## config.mk

```make
export PLATFORM = sky130hd
export DESIGN_NAME = polyline_segment_viewport_cull
export DESIGN_NICKNAME = d
export VERILOG_FILES = /design/src/sv/psvc_pkg.sv /design/src/sv/psvc_cross_unit.sv /design/src/sv/psvc_seq.sv /design/src/sv/polyline_segment_viewport_cull.sv
export VERILOG_INCLUDE_DIRS = /design/src /design/src/sv
export SDC_FILE = /design/constraint.sdc
export NUM_CORES = 2
export LEC_CHECK = 0
export BUFFER_PORTS_ARGS = -buffer_cell sky130_fd_sc_hd__buf_2
export CORE_ASPECT_RATIO = 1.5
export CORE_MARGIN = 2
export CORE_UTILIZATION = 52
export DETAILED_ROUTE_END_ITERATION = 10
export HOLD_SLACK_MARGIN = 0.02
export MAX_ROUTING_LAYER = met4
export PLACE_DENSITY = 0.77
export SLEW_MARGIN = 20
export SYNTH_ARGS = -nofsm -noshare
export SYNTH_HDL_FRONTEND = slang
export SYNTH_SLANG_ARGS = --single-unit
export TNS_END_PERCENT = 1
```

## constraint.sdc

```tcl
create_clock -name clk -period 18.1 [get_ports clk]
set_input_delay 3.62 -clock clk [delete_from_list [all_inputs] [get_ports clk]]
set_output_delay 3.62 -clock clk [all_outputs]
set_load 0.05 [all_outputs]
```

## src/sv/polyline_segment_viewport_cull_defines.svh

```systemverilog
// Assertion macros for the polyline viewport cull block.
// Included by the modules that carry concurrent checks; no other dependencies.
`ifndef POLYLINE_SEGMENT_VIEWPORT_CULL_DEFINES_SVH
`define POLYLINE_SEGMENT_VIEWPORT_CULL_DEFINES_SVH

`ifndef SYNTHESIS
// Clocked check that is off while reset is high.
`define PSVC_ASSERT(lbl, clk, rst, prop, msg) \
  lbl: assert property (@(posedge clk) disable iff (rst) prop) else $error(msg);
// Clocked check that also holds during reset.
`define PSVC_ASSERT_ALWAYS(lbl, clk, prop, msg) \
  lbl: assert property (@(posedge clk) prop) else $error(msg);
`else
`define PSVC_ASSERT(lbl, clk, rst, prop, msg)
`define PSVC_ASSERT_ALWAYS(lbl, clk, prop, msg)
`endif

`endif

```

## src/sv/psvc_pkg.sv

```systemverilog
// Shared types, codes and constants of the polyline viewport cull block.
// Used by psvc_cross_unit, psvc_seq and polyline_segment_viewport_cull.
package psvc_pkg;

  // Default coordinate width (signed Q16.8).
  localparam int COORD_WIDTH_DEF = 24;
  // Result item data width, padded to a byte.
  localparam int OUT_DATA_W = 8;
  // Configuration register index width.
  localparam int CFG_IDX_W = 2;

  // Configuration register indexes.
  typedef enum logic [CFG_IDX_W-1:0] {
    REG_VIEW_LEFT,
    REG_VIEW_TOP,
    REG_VIEW_RIGHT,
    REG_VIEW_BOTTOM
  } reg_idx_t;

  // Viewport borders in the order they are tested.
  typedef enum logic [1:0] {
    BORDER_LEFT,
    BORDER_TOP,
    BORDER_RIGHT,
    BORDER_BOTTOM
  } border_t;

  // Which orientation test of a segment pair: border against each segment
  // endpoint, then segment against each border endpoint.
  typedef enum logic [1:0] {
    SIDE_B_A1,
    SIDE_B_A2,
    SIDE_A_B1,
    SIDE_A_B2
  } side_t;

  // Sequencer states.
  typedef enum logic [1:0] {
    ST_IDLE,
    ST_RUN,
    ST_FINISH
  } state_t;

  // One step issued to the shared multiplier.
  typedef struct packed {
    logic    valid;
    border_t border;
    side_t   side;
    logic    term;
  } step_t;

  // Sign of a cross product.
  typedef struct packed {
    logic neg;
    logic nz;
  } sign_t;

  // Finished orientation test returned to the sequencer.
  typedef struct packed {
    logic  valid;
    side_t side;
    logic  last;
    sign_t sign;
  } side_res_t;

  // Sequencer status toward the top level.
  typedef struct packed {
    logic ready;
    logic done;
    logic hit;
  } seq_ctrl_t;

  // True when two signs are both nonzero and opposite.
  function automatic logic opposite(input sign_t a, input sign_t b);
    return a.nz & b.nz & (a.neg ^ b.neg);
  endfunction

endpackage

```

## src/sv/psvc_cross_unit.sv

```systemverilog
// Shared cross-product unit: operand select, one multiplier, sign of A - B.
// Depends on psvc_pkg.
module psvc_cross_unit #(
  parameter int COORD_WIDTH = psvc_pkg::COORD_WIDTH_DEF
) (
  input  logic                          clk,
  input  logic                          rst,
  input  psvc_pkg::step_t               step,
  input  logic signed [COORD_WIDTH-1:0] view_left,
  input  logic signed [COORD_WIDTH-1:0] view_top,
  input  logic signed [COORD_WIDTH-1:0] view_right,
  input  logic signed [COORD_WIDTH-1:0] view_bottom,
  input  logic signed [COORD_WIDTH-1:0] prev_x,
  input  logic signed [COORD_WIDTH-1:0] prev_y,
  input  logic signed [COORD_WIDTH-1:0] cur_x,
  input  logic signed [COORD_WIDTH-1:0] cur_y,
  output psvc_pkg::side_res_t           res
);
  import psvc_pkg::*;

  localparam int DW = COORD_WIDTH + 1;
  localparam int PW = 2 * DW;

  logic signed [COORD_WIDTH-1:0] b1x, b1y, b2x, b2y;
  logic signed [COORD_WIDTH-1:0] ox, oy, ex, ey, px, py;
  logic signed [DW-1:0] d1_next, d2_next, d1, d2;
  logic signed [PW-1:0] prod_next, prod, a_prod;
  logic signed [PW:0]   diff;
  step_t stage1, stage2;
  side_res_t res_next;

  // Border endpoints for the selected border.
  always_comb begin
    case (step.border)
      BORDER_LEFT: begin
        b1x = view_left;  b1y = view_top;
        b2x = view_left;  b2y = view_bottom;
      end
      BORDER_TOP: begin
        b1x = view_left;  b1y = view_top;
        b2x = view_right; b2y = view_top;
      end
      BORDER_RIGHT: begin
        b1x = view_right; b1y = view_top;
        b2x = view_right; b2y = view_bottom;
      end
      default: begin
        b1x = view_left;  b1y = view_bottom;
        b2x = view_right; b2y = view_bottom;
      end
    endcase
  end

  // Origin, end and probe point of the orientation test.
  always_comb begin
    case (step.side)
      SIDE_B_A1: begin
        ox = b1x; oy = b1y; ex = b2x; ey = b2y; px = prev_x; py = prev_y;
      end
      SIDE_B_A2: begin
        ox = b1x; oy = b1y; ex = b2x; ey = b2y; px = cur_x; py = cur_y;
      end
      SIDE_A_B1: begin
        ox = prev_x; oy = prev_y; ex = cur_x; ey = cur_y; px = b1x; py = b1y;
      end
      default: begin
        ox = prev_x; oy = prev_y; ex = cur_x; ey = cur_y; px = b2x; py = b2y;
      end
    endcase
  end

  // First term is (ex - ox) * (py - oy), second is (ey - oy) * (px - ox).
  always_comb begin
    if (step.term) begin
      d1_next = $signed({ey[COORD_WIDTH-1], ey}) - $signed({oy[COORD_WIDTH-1], oy});
      d2_next = $signed({px[COORD_WIDTH-1], px}) - $signed({ox[COORD_WIDTH-1], ox});
    end else begin
      d1_next = $signed({ex[COORD_WIDTH-1], ex}) - $signed({ox[COORD_WIDTH-1], ox});
      d2_next = $signed({py[COORD_WIDTH-1], py}) - $signed({oy[COORD_WIDTH-1], oy});
    end
  end

  // The one shared multiplier.
  assign prod_next = d1 * d2;

  // Exact difference of the two products; only its sign is used.
  assign diff = $signed({a_prod[PW-1], a_prod}) - $signed({prod[PW-1], prod});

  always_comb begin
    res_next.valid    = stage2.valid & stage2.term;
    res_next.side     = stage2.side;
    res_next.last     = (stage2.border == BORDER_BOTTOM) && (stage2.side == SIDE_A_B2);
    res_next.sign.neg = diff[PW];
    res_next.sign.nz  = |diff;
  end

  // Pipeline control.
  always_ff @(posedge clk) begin
    if (rst) begin
      stage1 <= '0;
      stage2 <= '0;
    end else begin
      stage1 <= step;
      stage2 <= stage1;
    end
  end

  // Pipeline data.
  always_ff @(posedge clk) begin
    d1   <= d1_next;
    d2   <= d2_next;
    prod <= prod_next;
    if (stage2.valid && !stage2.term) begin
      a_prod <= prod;
    end
  end

  // Finished orientation test toward the sequencer.
  always_ff @(posedge clk) begin
    res.side <= res_next.side;
    res.last <= res_next.last;
    res.sign <= res_next.sign;
    if (rst) begin
      res.valid <= 1'b0;
    end else begin
      res.valid <= res_next.valid;
    end
  end

endmodule

```

## src/sv/psvc_seq.sv

```systemverilog
// Sequencer: walks the 32 multiplier steps and folds side signs into a hit.
// Depends on psvc_pkg and the assertion macro header.
`include "polyline_segment_viewport_cull_defines.svh"

module psvc_seq (
  input  logic                  clk,
  input  logic                  rst,
  input  logic                  start,
  input  logic                  first_point,
  input  logic                  out_free,
  input  psvc_pkg::side_res_t   res,
  output psvc_pkg::step_t       step,
  output psvc_pkg::seq_ctrl_t   ctrl
);
  import psvc_pkg::*;

  state_t state, state_next;
  logic [4:0] step_cnt;
  logic issuing;
  logic hit;
  logic pair_opp;
  sign_t held_sign;

  // Next state.
  always_comb begin
    state_next = state;
    case (state)
      ST_IDLE: begin
        if (start) begin
          state_next = first_point ? ST_FINISH : ST_RUN;
        end
      end
      ST_RUN: begin
        if (res.valid && res.last) begin
          state_next = ST_FINISH;
        end
      end
      ST_FINISH: begin
        if (out_free) begin
          state_next = ST_IDLE;
        end
      end
      default: state_next = ST_IDLE;
    endcase
  end

  // Outputs.
  always_comb begin
    ctrl.ready  = (state == ST_IDLE);
    ctrl.done   = (state == ST_FINISH) && out_free;
    ctrl.hit    = hit;
    step.valid  = issuing;
    step.border = border_t'(step_cnt[4:3]);
    step.side   = side_t'(step_cnt[2:1]);
    step.term   = step_cnt[0];
  end

  // State and step issue.
  always_ff @(posedge clk) begin
    if (rst) begin
      state    <= ST_IDLE;
      issuing  <= 1'b0;
      step_cnt <= '0;
    end else begin
      state <= state_next;
      if (start && !first_point) begin
        issuing  <= 1'b1;
        step_cnt <= '0;
      end else if (issuing) begin
        step_cnt <= step_cnt + 5'd1;
        if (&step_cnt) begin
          issuing <= 1'b0;
        end
      end
    end
  end

  // Combine the four side signs of each border into a proper crossing.
  always_ff @(posedge clk) begin
    if (rst) begin
      hit <= 1'b0;
    end else if (start) begin
      hit <= 1'b0;
    end else if (res.valid) begin
      case (res.side)
        SIDE_B_A1, SIDE_A_B1: held_sign <= res.sign;
        SIDE_B_A2: pair_opp <= opposite(held_sign, res.sign);
        default: begin
          if (pair_opp && opposite(held_sign, res.sign)) begin
            hit <= 1'b1;
          end
        end
      endcase
    end
  end

  `PSVC_ASSERT(a_step_in_run, clk, rst, step.valid |-> state == ST_RUN, "step outside run")
  `PSVC_ASSERT(a_res_in_run, clk, rst, res.valid |-> state == ST_RUN, "result outside run")
  `PSVC_ASSERT(a_finish_hold, clk, rst, (state == ST_FINISH && !out_free) |=> state == ST_FINISH, "left finish while output busy")

endmodule

```

## src/sv/polyline_segment_viewport_cull.sv

```systemverilog
// Top level of the polyline viewport cull block: ports, registers, output slot.
// Depends on psvc_pkg, psvc_cross_unit, psvc_seq and the assertion macro header.
//
// Each polyline point enters as one item and leaves one result item that says
// whether the point (first point of a polyline) or the segment from the
// previous point touches the viewport held in the four configuration
// registers. A first point needs no multiplier steps. A later point has its
// segment checked against the four borders with sixteen orientation tests,
// each two products on one shared multiplier, so 32 multiplier steps run
// through the three-stage pipeline before the result is written. The input is
// not ready while an item is in work; a finished result waits in an output
// register, and the next item is taken as soon as the result has been written
// there.
`include "polyline_segment_viewport_cull_defines.svh"

module polyline_segment_viewport_cull #(
  parameter int COORD_WIDTH = psvc_pkg::COORD_WIDTH_DEF,
  localparam int IN_DATA_W = ((2 * COORD_WIDTH + 7) / 8) * 8
) (
  input  logic                              clk,
  input  logic                              rst,
  input  logic                              s_tvalid,
  output logic                              s_tready,
  // point_x [COORD_WIDTH-1:0], point_y [2*COORD_WIDTH-1:COORD_WIDTH], zero pad above
  input  logic [IN_DATA_W-1:0]              s_tdata,
  // first_point [0]
  input  logic                              s_tuser,
  output logic                              m_tvalid,
  input  logic                              m_tready,
  // visible [0], zero pad above
  output logic [psvc_pkg::OUT_DATA_W-1:0]   m_tdata,
  input  logic                              cfg_we,
  input  logic [psvc_pkg::CFG_IDX_W-1:0]    cfg_index,
  input  logic [COORD_WIDTH-1:0]            cfg_wdata
);
  import psvc_pkg::*;

  logic signed [COORD_WIDTH-1:0] view_left, view_top, view_right, view_bottom;
  logic signed [COORD_WIDTH-1:0] prev_x, prev_y, cur_x, cur_y;
  logic first;
  logic s_accept;
  logic out_free;
  logic cur_in, prev_in, visible_next, visible;
  step_t step;
  side_res_t res;
  seq_ctrl_t ctrl;

  assign s_accept = s_tvalid & s_tready;
  assign s_tready = ctrl.ready;
  assign out_free = !m_tvalid || m_tready;

  // Viewport registers.
  always_ff @(posedge clk) begin
    if (rst) begin
      view_left   <= '0;
      view_top    <= '0;
      view_right  <= '0;
      view_bottom <= '0;
    end else if (cfg_we) begin
      case (reg_idx_t'(cfg_index))
        REG_VIEW_LEFT:   view_left   <= cfg_wdata;
        REG_VIEW_TOP:    view_top    <= cfg_wdata;
        REG_VIEW_RIGHT:  view_right  <= cfg_wdata;
        REG_VIEW_BOTTOM: view_bottom <= cfg_wdata;
        default: ;
      endcase
    end
  end

  // Current item capture.
  always_ff @(posedge clk) begin
    if (s_accept) begin
      cur_x <= s_tdata[COORD_WIDTH-1:0];
      cur_y <= s_tdata[2*COORD_WIDTH-1:COORD_WIDTH];
      first <= s_tuser;
    end
  end

  // Previous point moves up once the item is finished.
  always_ff @(posedge clk) begin
    if (rst) begin
      prev_x <= '0;
      prev_y <= '0;
    end else if (ctrl.done) begin
      prev_x <= cur_x;
      prev_y <= cur_y;
    end
  end

  // Inside tests, bounds inclusive.
  assign cur_in  = (cur_x >= view_left) && (cur_x <= view_right) &&
                   (cur_y >= view_top) && (cur_y <= view_bottom);
  assign prev_in = (prev_x >= view_left) && (prev_x <= view_right) &&
                   (prev_y >= view_top) && (prev_y <= view_bottom);
  assign visible_next = first ? cur_in : (ctrl.hit | prev_in | cur_in);

  // Output slot.
  always_ff @(posedge clk) begin
    if (rst) begin
      m_tvalid <= 1'b0;
    end else if (ctrl.done) begin
      m_tvalid <= 1'b1;
    end else if (m_tready) begin
      m_tvalid <= 1'b0;
    end
  end

  always_ff @(posedge clk) begin
    if (ctrl.done) begin
      visible <= visible_next;
    end
  end

  assign m_tdata = {{(OUT_DATA_W-1){1'b0}}, visible};

  psvc_seq u_seq (
    .clk         (clk),
    .rst         (rst),
    .start       (s_accept),
    .first_point (s_tuser),
    .out_free    (out_free),
    .res         (res),
    .step        (step),
    .ctrl        (ctrl)
  );

  psvc_cross_unit #(
    .COORD_WIDTH (COORD_WIDTH)
  ) u_cross (
    .clk         (clk),
    .rst         (rst),
    .step        (step),
    .view_left   (view_left),
    .view_top    (view_top),
    .view_right  (view_right),
    .view_bottom (view_bottom),
    .prev_x      (prev_x),
    .prev_y      (prev_y),
    .cur_x       (cur_x),
    .cur_y       (cur_y),
    .res         (res)
  );

  `PSVC_ASSERT(a_busy_after_accept, clk, rst, s_accept |=> !s_tready, "ready right after accept")
  `PSVC_ASSERT(a_done_slot_free, clk, rst, ctrl.done |-> (!m_tvalid || m_tready), "result overwrites pending item")
  `PSVC_ASSERT(a_valid_from_done, clk, rst, $rose(m_tvalid) |-> $past(ctrl.done), "result without finished item")

endmodule
```

==> results.sh <==
export IMPL_rrSetupSlack_ps=9450
export IMPL_synth_async_reset_ratio=0
export IMPL_synth_area_um2=49000
export IMPL_critPathCaptureType="flip-flop"
export IMPL_route_detailed_drc=0
export IMPL_slowest_delay_ps=1030
export IMPL_grt_pass1_vias=41637
export IMPL_hpwl_um=115000
export IMPL_fin_nets=6672
export IMPL_cp_arrival_ps=9200
export IMPL_core_um2=93200
export IMPL_io_buffers=82
export IMPL_grt_pass1_wl_um=227000
export IMPL_clk_pin_slew_ps=80
export IMPL_area_growth_synth_to_final_pct=5.89
export IMPL_synth_cell_type_count=87
export IMPL_drive_gt1_frac=0.0618
export IMPL_path_max_fanout=25
export IMPL_ys_flop_type="dfxtp_1"
export IMPL_die_w_um=255
export IMPL_ctsResizeCount=0
export IMPL_hold_start="u_cross.res_next[4]$_SDFF_PP0_"
export IMPL_fmax_ghz=0.116
export IMPL_grt_max_degree=85
export IMPL_holdBufCountCts=0
export IMPL_drv_cap=0
export IMPL_grt_setup_unrepaired="false"
export IMPL_antenna_found_initial=5
export IMPL_h_tree_depth=2
export IMPL_fin_util=0.556
export IMPL_fin_area_um2=51900
export IMPL_worst_pin_slew_ps=1170
export IMPL_relSlewSlack=0.210
export IMPL_initial_core_util=0.526
export IMPL_die_area_um2=96800
export IMPL_fin_crit_sh=0.478
export IMPL_die_h_um=380
export IMPL_rows=137
export IMPL_route_vias_total=38880
export IMPL_gr_usage_all_layers=0.316
export IMPL_criticalPathCategory="reg2reg"
export IMPL_whs_endpoint="u_cross.res[4]$_DFF_P_"
export IMPL_skew_ps=85.6
export IMPL_viasPerCell=5.77
export IMPL_ff2ff_path_depth=28
export IMPL_hold_viol=0
export IMPL_tns_ps=0
export IMPL_syn_avg_cell_area_um2=8.90
export IMPL_ys_ff_latch=375
export IMPL_cts_buffers=42
export IMPL_reg2reg_from="u_cross.d2[4]$_DFF_P_"
export IMPL_drt_iter0_drc=2509
export IMPL_overflow=0
export IMPL_routed_wirelength_um=145000
export IMPL_root_buffer="clkbuf_16"
export IMPL_hold_class="reg2reg"
export IMPL_io_pins=90
export IMPL_dpl_cell_area_um2=50500
export IMPL_gp_congestion=1.02
export IMPL_drv_slew=0
export IMPL_cts_tree="yes"
export IMPL_post_cts_setup_buffers=0
export IMPL_final_cell_mix="inv_1, nand2_1, fa_1, ha_1, a21oi_1"
export IMPL_crit_path_start_kind="flip-flop"
export IMPL_clkSinkCount=375
export IMPL_status="finished clean"
export IMPL_drt_antenna_violating_nets=0
export IMPL_cts_path_max_buffers=3
export IMPL_yosys_warnings=0
export IMPL_fillers=8367
export IMPL_cp_required_ps=18640
export IMPL_ys_seq_area_frac=0.174
export IMPL_dr_pass1_iters=6
export IMPL_hold_depth=0
export IMPL_reg2reg_to="u_cross.prod[49]$_DFF_P_"
export IMPL_layout_commonest_cell="inv_1"
export IMPL_period_minus_slack_ps=8650
export IMPL_syn_inst=5506
export IMPL_insertion_delay_ps=660
export IMPL_wl_per_cell_um=21.6
export IMPL_slowest_stage="dfxtp_1"
export IMPL_synth_edf_count=103
export IMPL_setup_viol=0
worst max-delay path, delay by kind of cell (launching register included):
family | cells | cell delay (ps)
fa+ha+maj | 8 | 3930
xor+xnor | 1 | 130
compound gates | 10 | 2840
buf+inv | 8 | 460
simple gates | 1 | 190
flops | 1 | 1030
synthesized netlist by cell type, drive strengths merged, types with 11 or more instances:
| cell | n | area (um2) |
|---|---|---|
| inv | 856 | 3210 |
| nand2 | 823 | 3090 |
| fa | 663 | 13300 |
| ha | 481 | 6020 |
| a21oi | 359 | 1800 |
| and2 | 309 | 1930 |
| dfxtp | 272 | 5450 |
| o21ai | 248 | 1250 |
| clkbuf | 203 | 762 |
| nor2 | 169 | 634 |
| edfxtp | 103 | 3090 |
| xnor2 | 93 | 815 |
| a21o | 92 | 691 |
| mux2i | 65 | 651 |
| nand4 | 60 | 375 |
| xor2 | 57 | 499 |
| nor2b | 56 | 350 |
| nand2b | 54 | 338 |
| mux2 | 52 | 586 |
| mux4 | 48 | 1080 |
| o21a | 48 | 360 |
| nand3 | 46 | 230 |
| nor3 | 44 | 220 |
| buf | 29 | 139 |
| a31oi | 22 | 138 |
| nor4 | 22 | 138 |
| or3 | 20 | 125 |
| a211oi | 17 | 138 |
| and3 | 16 | 100 |
| o21bai | 16 | 120 |
| a21boi | 11 | 82.6 |
| o31ai | 11 | 82.6 |
kinds of logic after synthesis:
family                   synth area share
AND/OR/NAND/NOR                     0.161
other                           0.0000765
adder cells (fa/ha/maj)             0.394
XOR/XNOR                           0.0268
flip-flops                          0.174
buffers and inverters              0.0840
multiplexers                       0.0473
AO/OA/AOI/OAI                       0.113
final cells by class:
cell class / count / area, um2 / area share
Antenna cell: 2 / 5.00 / 0.0000964
Clock buffer: 48 / 1120 / 0.0215
Clock inverter: 30 / 304 / 0.00586
Inverter: 856 / 3210 / 0.0619
Multi-Input combinational cell: 4049 / 36400 / 0.701
Sequential cell: 375 / 8560 / 0.165
Tap cell: 1251 / 1570 / 0.0302
Timing Repair Buffer: 124 / 728 / 0.0140
how the worst max path moves through the flow:
stage / start / to / depth (start not counted)
after global placement: u_cross.d2[4]$_DFF_P_ / u_cross.prod[49]$_DFF_P_ / 28
after global routing: u_cross.d2[4]$_DFF_P_ / u_cross.prod[49]$_DFF_P_ / 28
after floorplan: u_cross.d2[4]$_DFF_P_ / u_cross.prod[49]$_DFF_P_ / 30
final: u_cross.d2[4]$_DFF_P_ / u_cross.prod[49]$_DFF_P_ / 28
after CTS: u_cross.d2[4]$_DFF_P_ / u_cross.prod[49]$_DFF_P_ / 28
after detailed placement: u_cross.d2[4]$_DFF_P_ / u_cross.prod[49]$_DFF_P_ / 28
stage by stage:
| stage | setup slack, ps | instances | hold slack, ps |
|---|---|---|---|
| after global placement | 9510 | 6655 | 331 |
| after detailed placement | 9510 | 6655 | 345 |
| final | 9450 | 6735 | 355 |
| after floorplan | 10600 | 5512 | 324 |
| after global routing | 9100 | 6735 | 369 |
| after CTS | 9520 | 6733 | 358 |
metal layers:
layer	global-route usage	routed length [um]
met1	0.319	48500
met2	0.534	72600
met3	0.0491	8890
met4	0.266	15300
met5	-	0
flip-flops by register name, indices dropped and copies added, names as in the netlist, 25 cells and up:
signal / flops
u_cross.a_prod: 50
u_cross.d1: 25
u_cross.d2: 25
u_cross.prod: 50
Power is left out: the tool's default activity adds up to more than one toggle a clock period on the data nets, which glitch-free logic cannot reach.
